===== src/design/watchdog_timer_regs_defines.svh =====
// Assertion macros used by wdt_core of the watchdog register block.
`ifndef WATCHDOG_TIMER_REGS_DEFINES_SVH
`define WATCHDOG_TIMER_REGS_DEFINES_SVH
`ifndef SYNTHESIS
// Checked property, disabled while reset is asserted.
`define WDT_ASSERT(label, prop, msg) \
  label: assert property (@(posedge clk_i) disable iff (!rst_ni) prop) else $error(msg);
// Checked property that also holds during reset.
`define WDT_ASSERT_ALWAYS(label, prop, msg) \
  label: assert property (@(posedge clk_i) prop) else $error(msg);
`else
`define WDT_ASSERT(label, prop, msg)
`define WDT_ASSERT_ALWAYS(label, prop, msg)
`endif
`endif


===== src/design/wdt_pkg.sv =====
// Types and constants of the watchdog register block.
`timescale 1ns / 1ps
package wdt_pkg;

  localparam int unsigned CountBitsDef = 32;

  localparam logic [31:0] KeyFeed = 32'h5A5A_5A5A;
  localparam logic [31:0] KeyLock = 32'h1ACC_E551;

  localparam int unsigned CtrlEnBit    = 0;
  localparam int unsigned CtrlIntEnBit = 1;
  localparam int unsigned StatToBit    = 0;

  typedef enum logic [1:0] {
    OP_READ  = 2'd0,
    OP_WRITE = 2'd1,
    OP_TICK  = 2'd2
  } wdt_op_e;

  typedef enum logic [2:0] {
    REG_CTRL   = 3'd0,
    REG_RELOAD = 3'd1,
    REG_COUNT  = 3'd2,
    REG_STATUS = 3'd3,
    REG_KEY    = 3'd4
  } wdt_reg_e;

  typedef struct packed {
    logic [1:0]  op;
    logic [2:0]  word_index;
    logic [31:0] write_data;
  } wdt_req_t;

  typedef struct packed {
    logic [31:0] read_data;
    logic        irq_level;
  } wdt_rsp_t;

endpackage


===== src/design/wdt_core.sv =====
// Watchdog register file, down counter and per-request update logic.
`timescale 1ns / 1ps
`include "watchdog_timer_regs_defines.svh"
module wdt_core #(
  parameter int unsigned CountBits = wdt_pkg::CountBitsDef
) (
  input  logic             clk_i,
  input  logic             rst_ni,
  input  logic             fire_i,
  input  wdt_pkg::wdt_req_t req_i,
  output wdt_pkg::wdt_rsp_t rsp_o
);
  import wdt_pkg::*;

  logic                 en_q, en_d;
  logic                 inten_q, inten_d;
  logic [31:0]          reload_q, reload_d;
  logic [CountBits-1:0] cnt_q, cnt_d;
  logic                 to_q, to_d;
  logic                 lock_q, lock_d;
  logic [CountBits-1:0] cnt_dec;
  logic                 ctrl_en;

  function automatic logic [CountBits-1:0] load_val(input logic [31:0] r);
    logic [CountBits-1:0] v;
    v = r[CountBits-1:0];
    return (v == '0) ? '1 : v;
  endfunction

  assign cnt_dec = (cnt_q != '0) ? cnt_q - CountBits'(1) : cnt_q;
  assign ctrl_en = req_i.write_data[CtrlEnBit] || (lock_q && en_q);

  always_comb begin
    en_d            = en_q;
    inten_d         = inten_q;
    reload_d        = reload_q;
    cnt_d           = cnt_q;
    to_d            = to_q;
    lock_d          = lock_q;
    rsp_o.read_data = '0;
    if (fire_i) begin
      case (req_i.op)
        OP_READ: begin
          case (req_i.word_index)
            REG_CTRL:   rsp_o.read_data = 32'({inten_q, en_q});
            REG_RELOAD: rsp_o.read_data = reload_q;
            REG_COUNT:  rsp_o.read_data = 32'(cnt_q);
            REG_STATUS: rsp_o.read_data = 32'(to_q);
            default:    rsp_o.read_data = '0;
          endcase
        end
        OP_WRITE: begin
          case (req_i.word_index)
            REG_CTRL: begin
              en_d    = ctrl_en;
              inten_d = req_i.write_data[CtrlIntEnBit];
              if (ctrl_en) begin
                cnt_d = load_val(reload_q);
              end
            end
            REG_RELOAD: begin
              reload_d = req_i.write_data;
              if (en_q) begin
                cnt_d = load_val(req_i.write_data);
              end
            end
            REG_STATUS: begin
              if (req_i.write_data[StatToBit]) begin
                to_d = 1'b0;
              end
            end
            REG_KEY: begin
              if (req_i.write_data == KeyFeed) begin
                cnt_d = load_val(reload_q);
                en_d  = 1'b1;
              end else if (req_i.write_data == KeyLock) begin
                lock_d = 1'b1;
              end
            end
            default: ;
          endcase
        end
        OP_TICK: begin
          if (en_q) begin
            cnt_d = cnt_dec;
            if (cnt_dec == '0) begin
              to_d = 1'b1;
              en_d = 1'b0;
            end
          end
        end
        default: ;
      endcase
    end
    rsp_o.irq_level = to_d & inten_d;
  end

  always_ff @(posedge clk_i or negedge rst_ni) begin
    if (!rst_ni) begin
      en_q     <= 1'b0;
      inten_q  <= 1'b0;
      reload_q <= '1;
      cnt_q    <= '1;
      to_q     <= 1'b0;
      lock_q   <= 1'b0;
    end else begin
      en_q     <= en_d;
      inten_q  <= inten_d;
      reload_q <= reload_d;
      cnt_q    <= cnt_d;
      to_q     <= to_d;
      lock_q   <= lock_d;
    end
  end

  `WDT_ASSERT(a_timeout_stops, $rose(to_q) |-> !en_q, "timeout set with enable still on")
  `WDT_ASSERT(a_enable_reloads, $rose(en_q) |-> cnt_q != '0, "enable without counter reload")
  `WDT_ASSERT(a_lock_sticky, !$fell(lock_q), "lock bit cleared without reset")
  `WDT_ASSERT(a_locked_clear, lock_q && $past(lock_q) && $fell(en_q) |-> $past(fire_i) && $past(req_i.op) == OP_TICK, "enable cleared by software while locked")

endmodule


===== src/design/watchdog_timer_regs.sv =====
// Top level of the watchdog register block: request and result registers.
`timescale 1ns / 1ps
// Usage:
// - Request channel in_valid_i / in_stall_o / in_req_i carries one bus read,
//   one bus write or one counter tick. Accepted at a clock edge with valid
//   high and stall low.
// - Result channel out_valid_o / out_stall_i / out_rsp_o returns one result
//   per request, in order: read data (zero for writes, ticks, the key word and
//   unused words) and the interrupt level after the request.
// - Order: an accepted request waits in the request register, is executed against
//   the registers as it moves on, and its result is held in the result register.
// - Throughput: one request per cycle while the receiver does not stall; the register
//   update and the counter decrement are both combinational between request and result register.
// - While the receiver stalls, the result holds and one further request waits
//   in the request register; after that in_stall_o is raised.
// - Reset: watchdog disabled, interrupt disabled, unlocked, no timeout,
//   reload and count all ones; both channel registers empty.
module watchdog_timer_regs #(
  parameter int unsigned CountBits = wdt_pkg::CountBitsDef
) (
  input  logic              clk_i,
  input  logic              rst_ni,
  input  logic              in_valid_i,
  output logic              in_stall_o,
  input  wdt_pkg::wdt_req_t in_req_i,
  output logic              out_valid_o,
  input  logic              out_stall_i,
  output wdt_pkg::wdt_rsp_t out_rsp_o
);
  import wdt_pkg::*;

  logic     in_valid_q;
  wdt_req_t in_req_q;
  logic     out_valid_q;
  wdt_rsp_t out_rsp_q;
  wdt_rsp_t core_rsp;
  logic     advance;
  logic     fire;

  assign advance    = !out_valid_q || !out_stall_i;
  assign fire       = in_valid_q && advance;
  assign in_stall_o = in_valid_q && !advance;

  wdt_core #(
    .CountBits(CountBits)
  ) u_core (
    .clk_i (clk_i),
    .rst_ni(rst_ni),
    .fire_i(fire),
    .req_i (in_req_q),
    .rsp_o (core_rsp)
  );

  always_ff @(posedge clk_i or negedge rst_ni) begin
    if (!rst_ni) begin
      in_valid_q  <= 1'b0;
      out_valid_q <= 1'b0;
    end else begin
      if (!in_stall_o) begin
        in_valid_q <= in_valid_i;
      end
      if (advance) begin
        out_valid_q <= fire;
      end
    end
  end

  always_ff @(posedge clk_i) begin
    if (!in_stall_o) begin
      in_req_q <= in_req_i;
    end
    if (fire) begin
      out_rsp_q <= core_rsp;
    end
  end

  assign out_valid_o = out_valid_q;
  assign out_rsp_o   = out_rsp_q;

endmodule


===== config.mk =====
export PLATFORM = sky130hd
export DESIGN_NAME = watchdog_timer_regs
export DESIGN_NICKNAME = d
export VERILOG_FILES = /design/src/design/wdt_pkg.sv /design/src/design/wdt_core.sv /design/src/design/watchdog_timer_regs.sv
export VERILOG_INCLUDE_DIRS = /design/src /design/src/design
export SDC_FILE = /design/constraint.sdc
export NUM_CORES = 1
export LEC_CHECK = 0
export ABC_AREA = 1
export BUFFER_PORTS_ARGS = -buffer_cell sky130_fd_sc_hd__buf_2
export CORE_ASPECT_RATIO = 1.4
export CORE_UTILIZATION = 40
export DETAILED_ROUTE_END_ITERATION = 6
export PLACE_DENSITY = 0.67
export SYNTH_ARGS = -nofsm -noshare
export SYNTH_HDL_FRONTEND = slang
export SYNTH_SLANG_ARGS = --single-unit
export TNS_END_PERCENT = 10

===== constraint.sdc =====
create_clock -name clk_i -period 3.7 [get_ports clk_i]
set_clock_uncertainty 0.05 [all_clocks]
set_input_delay 0.37 -clock clk_i [delete_from_list [all_inputs] [get_ports clk_i]]
set_output_delay 0.37 -clock clk_i [all_outputs]
set_load 0.02 [all_outputs]

==> summary.txt, run 1 <==
Critical path
  – Flop-to-flop setup slack: 0.74 ns
  – R2R Path Start: u_core.cnt_q[1]$_DFFE_PN1P_
  – Largest stage delay, worst path: 0.41 ns
  – WP data arrival: 3.19 ns
  – Critical-path cell list: inv_1, ha_1, inv_1, nor2_1, nand3_1, o21ai_0, nand2_1, nand2_1, nand2_1, nor2_1, nand2_1, nor2_2, nand3_1, a21boi_1
  – CP Launch Type: register
  – Setup CP Type: reg -> reg
  – Worst setup EP type: register
  – Reg-to-Reg End: out_rsp_o[0]$_DFFE_PP_
  – Critical-path top delay cell: nor2_1
  – Buf/Inv on CP: 2
  – CP dominant cell by count: nand2_1
  – R2R depth: 14
  – Cell family with most CP delay: simple AND/OR/NAND/NOR gates
  – Worst Path Required: 3.93 ns
  – Critical path peak fanout: 5

Power and ir drop
  – Comb pwr share: 35.8%
  – Cell internal pwr: 3.889 mW
  – Sw Ratio: 41.76%
  – Clock network power share: 25.2%
  – Leakage: 3.807 nW
  – Power share of the sequential group: 39.0%
  – Power Density: 753.2 nW/um^2
  – Net Sw Power: 2.788 mW
  – Max VDD drop: 0.3423 mV

Final layout
  – P&R area growth vs syn: 15.65%
  – Number of diodes: 0
  – Share of cells above drive strength 1: 19.41%
  – Post-layout util: 47.46%
  – Final Cell Area: 8865 sq um
  – Layout Nets: 1,089
  – Final cell count without fillers: 1,300

Clock tree
  – Clock buffer depth: 2
  – CTS H-Tree Depth: 4
  – Clock transition at the registers of the reported paths: 0.06 ns
  – Post-CTS sizing: 0
  – Skew-Pair Late Insertion Delay: 0.44 ns
  – CTS sink cnt: 140
  – CTS root buf: clkbuf_16
  – TritonCTS clock tree: built
  – CTS buffer count: 17

Synth
  – Cell area after synthesis: 7665 sq um
  – Number of synthesized flops with an enable pin: 70
  – Top_reg_cell synth: edfxtp_1
  – Most frequent cell after synthesis: nand2_1
  – Cells after synthesis: 974
  – Synth top area share: 27.42%
  – Post-Synthesis Net Count: 1,020
  – Synth area leaders: edfxtp_1 27%, dfstp_2 22%, nand2_1 16%, nor2_1 4.9%, o21ai_0 4.7%
  – Post-synthesis cell type count: 36
  – #FFs+latches synth: 140
  – Commonest cells post-synth: 323 x nand2_1, 100 x nor2_1, 87 x inv_1
  – Async SR Flop Fraction: 50.00%
  – Seq/Total Area, Yosys: 51.32%
  – Biggest area consumer among synthesized cells: edfxtp_1
  – Syn avg cell area: 7.869 sq um
  – Synth warnings: 0

Routing
  – Iteration-0 DRC Markers: 508
  – Vias/cell: 5.311
  – Antenna-violating nets left: 0
  – Wire per inst: 18.65 um
  – WL final: 24,240 um
  – Pre-antenna DRT Iters: 6
  – DRC Markers: 0
  – Vias: 6,904

STA
  – Slew @ Worst Pin: 1.157 ns
  – Hold WS: 0.06249 ns
  – Hold Violations, Final: 0
  – Unrepaired setup endpoints after global routing: false
  – TNS Setup: 0 ns
  – Max Clk Rate: 0.3380 GHz
  – Crit path time final: 2.959 ns
  – Max-slew violations: 0
  – Slew margin rel.: 22.81%
  – Fin crit share: 79.97%
  – # setup viols final: 0

Die
  – Die area: 19,730 sq um
  – Die W: 119.0 um
  – Die Height: 165.8 um
  – Io pins: 76
  – Core ar.: 18,680 sq um
  – Initial Utilization: 41.04%
  – Row count: 59

Hold path
  – Hold endpoint: in_req_q[36]$_DFFE_PN_
  – Min-delay src: in_req_i[36]
  – Min-Delay Path Depth: 1
  – Hold Path Class: in -> reg

Place
  – DP HPWL: 18,560 um
  – PortBufs: 75
  – Post-DP Area: 8284 sq um
  – Gp weighted congestion: 0.9784
  – DP Cell Count: 1,267

Job
  – Max-Cap Viols: 0

GRT
  – Initial antenna violation count: 0
  – GRT Total Usage: 25.45%
  – Largest net degree at the start of global routing: 45
  – Vias in the first global route: 6,728
  – First-pass GRT wire length: 37,670 um
  – Grt total ovfl: 0

Outcome
  – Status: completed
-- worst reg2reg max path, stage by stage (launching register included) --
cell      delay, ns
dfstp_2        0.37
inv_1          0.21
ha_1           0.30
inv_1          0.10
nor2_1         0.41
nand3_1        0.29
o21ai_0        0.23
nand2_1        0.08
nand2_1        0.07
nand2_1        0.06
nor2_1         0.12
nand2_1        0.09
nor2_2         0.17
nand3_1        0.11
a21boi_1       0.14
-- per-stage QoR --
stage / power (mW) / setup slack [ns]
2_1_floorplan: 4.086 / 0.4258
3_3_place_gp: 4.968 / 0.7081
3_5_place_dp: 4.954 / 0.7964
4_1_cts: 6.649 / 0.7819
5_1_grt: 7.029 / 0.5418
6_report: 6.677 / 0.7412
-- power by group through the flow --
stage / clock network, mW / registers, mW / logic, mW
6_report: 1.68 / 2.60 / 2.39
5_1_grt: 1.76 / 2.64 / 2.62
4_1_cts: 1.71 / 2.58 / 2.36
3_5_place_dp: 0 / 2.61 / 2.34
3_3_place_gp: 0 / 2.61 / 2.36
2_1_floorplan: 0 / 2.46 / 1.62
-- logic make-up after synthesis --
family          share of synthesized area [%]
xor+xnor                                1.371
flops                                   51.32
mux                                    0.1469
fa+ha+maj                              0.8162
compound gates                          10.22
buf+inv                                 6.692
simple gates                            29.43
-- final cells by class --
class	count	area [sq um]
fillers	1849	9812
clock inverters	11	120.1
multi-input cells	704	3231
repair buffers	89	483.0
flip-flops and latches	140	3934
well taps	244	305.3
inverters	91	341.6
clock buffers	21	450.4
-- per-layer routing --
layer  GRT usage (%)  share of wire [%]
met2           40.90                 48
met5               0                  0
met1           31.63                 41
met3           3.537                5.3
met4           17.34                6.1
-- cells in the final DEF (no fill, tap or decap), types with 22 or more instances in the layout --
cell      count
nor2_1       99
edfxtp_1     70
nor3_1       27
a21oi_1      36
dfstp_2      64
buf_2        75
o21ai_0      72
nand2_1     323
o22ai_1      22
nand3_1      42
inv_1        87
nand4_1      22
-- worst max-delay path by stage --
| stage | slack (ns) | end | cells past startpoint | startpoint |
|---|---|---|---|---|
| 2_1_floorplan | 0.43 | u_core.cnt_q[22]$_DFFE_PN1P_ | 10 | out_valid_o$_DFFE_PN0N_ |
| 3_3_place_gp | 0.71 | out_rsp_o[0]$_DFFE_PP_ | 13 | u_core.cnt_q[1]$_DFFE_PN1P_ |
| 3_5_place_dp | 0.80 | out_rsp_o[0]$_DFFE_PP_ | 14 | u_core.cnt_q[1]$_DFFE_PN1P_ |
| 4_1_cts | 0.78 | out_rsp_o[0]$_DFFE_PP_ | 14 | u_core.cnt_q[1]$_DFFE_PN1P_ |
| 5_1_grt | 0.54 | out_rsp_o[0]$_DFFE_PP_ | 14 | u_core.cnt_q[1]$_DFFE_PN1P_ |
| 6_report | 0.74 | out_rsp_o[0]$_DFFE_PP_ | 14 | u_core.cnt_q[1]$_DFFE_PN1P_ |
-- repair_timing --
item / CTS / global route
hold endpoints to repair: 2 / 0
setup buffers: 0 / 0
hold buffers: 1 / 0
endpoints found under the setup margin: 0 / 0
-- registers in the layout, summed over array words and instances, names as in the netlist --
signal,count
u_core.inten_q,1
out_rsp_o,33
in_req_q,37
out_valid_o,1
u_core.en_q,1
u_core.cnt_q,32
u_core.lock_q,1
u_core.reload_q,32
in_valid_q,1
u_core.to_q,1
No activity file was read; power rests on OpenSTA's default activity.
==> run 2, diff against run 1 <==
- clock period: 3.7 -> 2.89 ns (I/O delays scaled with it)
==> run 2 against run 1 <==
Compared with the run above:
- utilization increased by 2.6 points
- register-to-register slack got worse by 0.49 ns
- critical path depth decreased by 2
- count of clock-buffer cells in the layout decreased by 3
- global-route usage increased by 1.1 points
==> summary.txt, run 2 (synthesized netlist as in run 1, its figures left out) <==
Outcome
  – Status: completed (unchanged)

Place
  – DP HPWL: 19,010 um (was 18,560 um)
  – Gp weighted congestion: 1.037 (was 0.9784)
  – PortBufs: 75 (unchanged)

Routing
  – Wire per inst: 18.64 um (was 18.65 um)
  – DRC Markers: 0 (unchanged)
  – Vias: 7,101 (was 6,904)
  – Antenna-violating nets left: 0 (unchanged)
  – Pre-antenna DRT Iters: 6 (unchanged)
  – WL final: 25,080 um (was 24,240 um)
  – Iteration-0 DRC Markers: 594 (was 508)
  – Vias/cell: 5.280 (was 5.311)

STA
  – Unrepaired setup endpoints after global routing: false (unchanged)
  – Max-slew violations: 0 (unchanged)
  – Slew margin rel.: 42.74% (was 22.81%)
  – Slew @ Worst Pin: 0.8558 ns (was 1.157 ns)
  – Hold Violations, Final: 0 (unchanged)
  – Fin crit share: 91.21% (was 79.97%)
  – Crit path time final: 2.636 ns (was 2.959 ns)
  – Max Clk Rate: 0.3794 GHz (was 0.3380 GHz)
  – TNS Setup: 0 ns (unchanged)
  – # setup viols final: 0 (unchanged)

Clock tree
  – CTS buffer count: 17 (unchanged)
  – Postcts setup bufs: 0 (unchanged)
  – TritonCTS clock tree: built (unchanged)
  – CTS root buf: clkbuf_16 (unchanged)
  – Clock buffer depth: 2 (unchanged)
  – CTS H-Tree Depth: 4 (unchanged)
  – Skew-Pair Late Insertion Delay: 0.44 ns (about the same)
  – CTS sink cnt: 140 (unchanged)
  – Clock transition at the registers of the reported paths: 0.06 ns (about the same)

Job
  – Max-Cap Viols: 0 (unchanged)

Hold path
  – Min-Delay Path Depth: 3 (was 1)
  – Hold Path Class: in -> reg (unchanged)
  – Min-delay src: out_stall_i (was in_req_i[36])
  – Hold endpoint: out_valid_o$_DFFE_PN0N_ (was in_req_q[36]$_DFFE_PN_)

Die
  – Die Height: 165.8 um (unchanged)
  – Die area: 19,730 sq um (unchanged)
  – Row count: 59 (unchanged)
  – Core ar.: 18,680 sq um (unchanged)
  – Initial Utilization: 41.04% (unchanged)
  – Die W: 119.0 um (unchanged)
  – Io pins: 76 (unchanged)

Critical path
  – Reg-to-Reg End: out_rsp_o[0]$_DFFE_PP_ (unchanged)
  – Largest stage delay, worst path: 0.37 ns (was 0.41 ns)
  – Critical path peak fanout: 5 (unchanged)
  – R2R depth: 12 (was 14)
  – Flop-to-flop setup slack: 0.25 ns (was 0.74 ns)
  – R2R Path Start: u_core.cnt_q[1]$_DFFE_PN1P_ (unchanged)
  – Setup CP Type: reg -> reg (unchanged)
  – WP data arrival: 2.87 ns (was 3.19 ns)
  – Worst setup EP type: register (unchanged)
  – Critical-path top delay cell: dfstp_2 (was nor2_1)
  – Buf/Inv on CP: 2 (unchanged)
  – CP Launch Type: register (unchanged)
  – Critical-path cell list: inv_1, ha_1, inv_1, nor2_1, nand2_1, o21ai_0, nand3_1, nor2_1, nand2_1, nor2_2, nand3_1, a21boi_1 (was inv_1, ha_1, inv_1, nor2_1, nand3_1, o21ai_0, nand2_1, nand2_1, nand2_1, nor2_1, nand2_1, nor2_2, nand3_1, a21boi_1)
  – Cell family with most CP delay: simple AND/OR/NAND/NOR gates (unchanged)
  – Worst Path Required: 3.13 ns (was 3.93 ns)

Power and ir drop
  – Sw Ratio: 41.56% (was 41.76%)
  – Power share of the sequential group: 38.4% (was 39.0%)
  – Power Density: 922.9 nW/um^2 (was 753.2 nW/um^2)
  – Comb pwr share: 35.9% (was 35.8%)
  – Leakage: 4.005 nW (was 3.807 nW)
  – Cell internal pwr: 5.046 mW (was 3.889 mW)
  – Overall Power: 8.634 mW (was 6.677 mW)
  – Net Sw Power: 3.588 mW (was 2.788 mW)
  – Clock network power share: 25.7% (was 25.2%)
  – Max VDD drop: 0.3945 mV (was 0.3423 mV)

Final layout
  – Number of diodes: 0 (unchanged)
  – P&R area growth vs syn: 22.05% (was 15.65%)
  – Share of cells above drive strength 1: 19.62% (was 19.41%)
  – Most frequent cells in the layout: 323 x nand2_1, 98 x nor2_1, 87 x inv_1, 75 x buf_2, 72 x o21ai_0 (was 323 x nand2_1, 99 x nor2_1, 87 x inv_1, 75 x buf_2, 72 x o21ai_0)
  – Most flops, register: in_req_q (unchanged)
  – Layout Nets: 1,134 (was 1,089)
  – Most common cell after layout, fill and taps aside: nand2_1 (unchanged)
  – Max FFs per register: 37 (unchanged)

GRT
  – Met3 GRT Util: 3.674% (was 3.537%)
  – Initial antenna violation count: 0 (unchanged)
  – Largest net degree at the start of global routing: 63 (was 45)
  – Grt met1 use: 33.18% (was 31.63%)
  – First-pass GRT wire length: 39,520 um (was 37,670 um)
  – Grt total ovfl: 0 (unchanged)
  – Most used routing layer: met2 (unchanged)
  – Grt met2 use: 43.73% (was 40.90%)
  – GRT Total Usage: 26.59% (was 25.45%)
  – Vias in the first global route: 6,997 (was 6,728)
## run 2: changes by cell type in the layout (fill, tap and decap cells not counted), sizes merged
cell / delta
clkbuf: -3
clkinvlp: +3
clkinv: -3
dlygate4sd3: +38
buf: +7
inv: +3
## run 2: power groups by stage
stage	registers [mW]	clock network (mW)	logic, mW
2_1_floorplan	3.15	0	2.08
3_3_place_gp	3.31	0	3.02
3_5_place_dp	3.33	0	2.99
4_1_cts	3.30	2.25	3.05
5_1_grt	3.36	2.33	3.45
6_report	3.31	2.22	3.10
## run 2: metal layers
layer  share of wire (%)  wire length [um]  vias up
met3                 5.3              1317       65
met1                  41             10170     3297
met4                 5.3              1326        0
li1                    -                 -     3446
met2                  49             12260      293
met5                   0                 0        -
## run 2: worst max path at each step
stage                                   end  depth (start not counted)  slack, ns                         from
3_3_place_gp         out_rsp_o[0]$_DFFE_PP_                         14       0.04  u_core.cnt_q[1]$_DFFE_PN1P_
4_1_cts              out_rsp_o[0]$_DFFE_PP_                         14       0.05  u_core.cnt_q[1]$_DFFE_PN1P_
6_report             out_rsp_o[0]$_DFFE_PP_                         12       0.25  u_core.cnt_q[1]$_DFFE_PN1P_
5_1_grt              out_rsp_o[0]$_DFFE_PP_                         14       0.04  u_core.cnt_q[1]$_DFFE_PN1P_
2_1_floorplan  u_core.cnt_q[22]$_DFFE_PN1P_                         10       0.25      out_valid_o$_DFFE_PN0N_
3_5_place_dp         out_rsp_o[0]$_DFFE_PP_                         14       0.07  u_core.cnt_q[1]$_DFFE_PN1P_
## run 2: cell type report
class,instances,area [sq um]
clock buffer,18,429.2
clock inverter,14,161.4
fill,1847,9321
inverter,91,341.6
multi-input combinational,704,3243
sequential,140,3934
tap,244,305.3
timing repair buffer,134,940.9
## run 2: tightest hold or removal path, cell delays in order
cell and delay (ns):
buf_2 0.08, nand2_1 0.07, nand2_1 0.07
## run 2: stage by stage
stage          instance area [sq um]  std cells  hold slack (ns)  util (%)  worst slack [ns]
2_1_floorplan                   7667        974         -0.05659         -            0.2476
3_3_place_gp                    8362       1274           0.3302     44.77           0.03991
3_5_place_dp                    8362       1274           0.3414     44.77           0.06794
4_1_cts                         9343       1345          0.03410     50.02           0.05139
5_1_grt                         9355       1345          0.08385     50.09           0.03890
6_report                        9355       1345          0.05835     50.09            0.2541
## run 2: repair_timing
item | CTS | global route
setup endpoints to repair | 0 | 3
hold endpoints to repair | 40 | 0
hold buffers | 39 | 0
resized for setup | 0 | 3
==> run 3, diff against run 2 <==
- GPL_TIMING_DRIVEN: not set -> 0
==> run 3 against run 2 <==
Compared with the run above:
- worst hold slack got worse by 0.011 ns
- first-iteration DRC count is 24% lower
- combinational power about the same
- total power down 0.75%
- critical path depth shrank 3
- final area rose by 0.79%
- non-clock buffer count rose by 24
- largest power group unchanged
==> summary.txt, run 3 (synthesized netlist as in run 1, its figures left out) <==
Critical path
  – Largest stage delay, worst path: 0.45 ns (was 0.37 ns)
  – Setup CP Type: reg -> reg (unchanged)
  – Critical path peak fanout: 10 (was 5)
  – Buf/Inv on CP: 3 (was 2)
  – Cell family with most CP delay: simple AND/OR/NAND/NOR gates (unchanged)
  – CP Launch Type: register (unchanged)
  – Critical-path cell list: inv_1, nand4_1, nor4_1, nand4_1, nand2_1, nand4_1, inv_2, clkbuf_1, o21ai_0 (was inv_1, ha_1, inv_1, nor2_1, nand2_1, o21ai_0, nand3_1, nor2_1, nand2_1, nor2_2, nand3_1, a21boi_1)
  – Worst setup EP type: register (unchanged)
  – CP dominant cell by count: nand4_1
  – WP data arrival: 3.03 ns (was 2.87 ns)
  – Critical-path top delay cell: edfxtp_1 (was dfstp_2)
  – Worst Path Required: 3.15 ns (was 3.13 ns)

GRT
  – Initial antenna violation count: 0 (unchanged)
  – Vias in the first global route: 7,102 (was 6,997)
  – GRT Total Usage: 26.52% (was 26.59%)
  – Grt total ovfl: 0 (unchanged)
  – Largest net degree at the start of global routing: 56 (was 63)
  – First-pass GRT wire length: 38,960 um (was 39,520 um)

Final layout
  – Most common cell after layout, fill and taps aside: nand2_1 (unchanged)
  – P&R area growth vs syn: 23.02% (was 22.05%)
  – Post-layout util: 50.49% (was 50.09%)
  – Most flops, register: in_req_q (unchanged)
  – Fillers: 1,791 (was 1,847)
  – Share of cells above drive strength 1: 18.67% (was 19.62%)
  – Layout Nets: 1,158 (was 1,134)
  – Max FFs per register: 37 (unchanged)
  – Number of diodes: 0 (unchanged)
  – Final cell count without fillers: 1,369 (was 1,345)
  – Most frequent cells in the layout: 322 x nand2_1, 97 x nor2_1, 86 x inv_1, 81 x buf_2, 72 x o21ai_0 (was 323 x nand2_1, 98 x nor2_1, 87 x inv_1, 75 x buf_2, 72 x o21ai_0)

Routing
  – Wire per inst: 18.28 um (was 18.64 um)
  – WL final: 25,030 um (was 25,080 um)
  – Iteration-0 DRC Markers: 452 (was 594)
  – Antenna-violating nets left: 0 (unchanged)
  – Vias/cell: 5.186 (was 5.280)
  – Pre-antenna DRT Iters: 4 (was 6)
  – Vias: 7,099 (was 7,101)
  – DRC Markers: 0 (unchanged)

STA
  – Max-slew violations: 0 (unchanged)
  – Crit path time final: 2.771 ns (was 2.636 ns)
  – Max Clk Rate: 0.3608 GHz (was 0.3794 GHz)
  – Slew margin rel.: 51.67% (was 42.74%)
  – Fin crit share: 95.90% (was 91.21%)
  – Hold WS: 0.04777 ns (was 0.05835 ns)
  – # setup viols final: 0 (unchanged)
  – Unrepaired setup endpoints after global routing: true (was false)
  – Slew @ Worst Pin: 0.7239 ns (was 0.8558 ns)
  – Hold Violations, Final: 0 (unchanged)

Die
  – Die area: 19,730 sq um (unchanged)
  – Die W: 119.0 um (unchanged)
  – Core ar.: 18,680 sq um (unchanged)
  – Row count: 59 (unchanged)
  – Io pins: 76 (unchanged)
  – Initial Utilization: 41.04% (unchanged)
  – Die Height: 165.8 um (unchanged)

Outcome
  – Status: completed (unchanged)

Power and ir drop
  – Power Density: 908.8 nW/um^2 (was 922.9 nW/um^2)
  – Overall Power: 8.569 mW (was 8.634 mW)
  – Leakage: 4.024 nW (was 4.005 nW)
  – Max VDD drop: 0.4070 mV (was 0.3945 mV)

Clock tree
  – Clock transition at the registers of the reported paths: 0.06 ns (about the same)
  – Clock buffer depth: 2 (unchanged)
  – Skew-Pair Late Insertion Delay: 0.43 ns (was 0.44 ns)
  – TritonCTS clock tree: built (unchanged)
  – CTS root buf: clkbuf_16 (unchanged)
  – CTS sink cnt: 140 (unchanged)
  – CTS buffer count: 17 (unchanged)
  – CTS H-Tree Depth: 4 (unchanged)

Job
  – Max-Cap Viols: 0 (unchanged)

Place
  – DP Cell Count: 1,295 (was 1,274)
  – Gp weighted congestion: 0.9730 (was 1.037)
  – PortBufs: 75 (unchanged)
  – DP HPWL: 19,610 um (was 19,010 um)

Hold path
  – Hold Path Class: in -> reg (unchanged)
==> run 3: cell count changes in the layout (fill, tap and decap cells not counted), sizes merged <==
cell	change
clkbuf	+35
bufinv	-1
inv	-4
clkinvlp	-1
buf	-5
==> run 3: path summary, 6_finish.rpt <==
check | depth (start not counted) | start | end | slack, ns
min in group asynchronous | 2 | rst_ni | u_core.reload_q[5]$_DFFE_PN1P_ | 0.46
max in group asynchronous | 3 | rst_ni | u_core.cnt_q[25]$_DFFE_PN1P_ | 1.94
worst min register to register | 1 | u_core.lock_q$_DFFE_PN0P_ | u_core.lock_q$_DFFE_PN0P_ | 0.43
worst max register to register | 9 | in_req_q[23]$_DFFE_PN_ | u_core.cnt_q[27]$_DFFE_PN1P_ | 0.12
worst min-delay path | 3 | out_stall_i | out_valid_o$_DFFE_PN0N_ | 0.05
worst max-delay path | 9 | in_req_q[23]$_DFFE_PN_ | u_core.cnt_q[27]$_DFFE_PN1P_ | 0.12
==> run 3: through the flow <==
step	area, sq um	TNS (ns)	setup WS, ns
5_1_grt	9429	-0.03660	-0.03660
3_3_place_gp	8348	-41.89	-0.9170
2_1_floorplan	7667	0	0.2476
3_5_place_dp	8411	-0.02020	-0.02020
4_1_cts	9392	0	0.09476
6_report	9429	0	0.1186
==> run 3: power breakdown <==
| group | internal, mW | switching, mW |
|---|---|---|
| Combinational | 0.995 | 2.13 |
| Sequential | 2.75 | 0.533 |
| Clock | 1.31 | 0.848 |
==> run 3: layout make-up <==
class,count,area (sq um),area share (%)
sequential,140,3934,41.72
buffer,39,171.4,1.818
inverter,91,341.6,3.623
clock buffer,24,504.2,5.348
tap,244,305.3,3.238
multi-input combinational,704,3243,34.39
clock inverter,8,83.83,0.8891
timing repair buffer,119,845.8,8.970
==> run 3: metal layers <==
| layer | up-vias | track usage [%] | share of wire, % |
|---|---|---|---|
| met5 | - | 0 | 0 |
| met4 | 0 | 17.23 | 6.4 |
| met3 | 75 | 4.293 | 5.2 |
| met2 | 254 | 45.88 | 50 |
| met1 | 3275 | 30.00 | 38 |
| li1 | 3495 | - | - |
==> run 3: what timing repair did <==
action | CTS | global route
pin swaps | 0 | 1
cloned | 0 | 0
resized for setup | 1 | 4
hold endpoints to repair | 55 | 0
setup endpoints to repair | 1 | 14
hold buffers | 39 | 0
buffers inserted | 0 | 3
==> run 3: worst min-delay path, delay by kind of cell <==
| family | cells | cell delay [ns] |
|---|---|---|
| AND/OR/NAND/NOR | 2 | 0.12 |
| buffers and inverters | 1 | 0.07 |
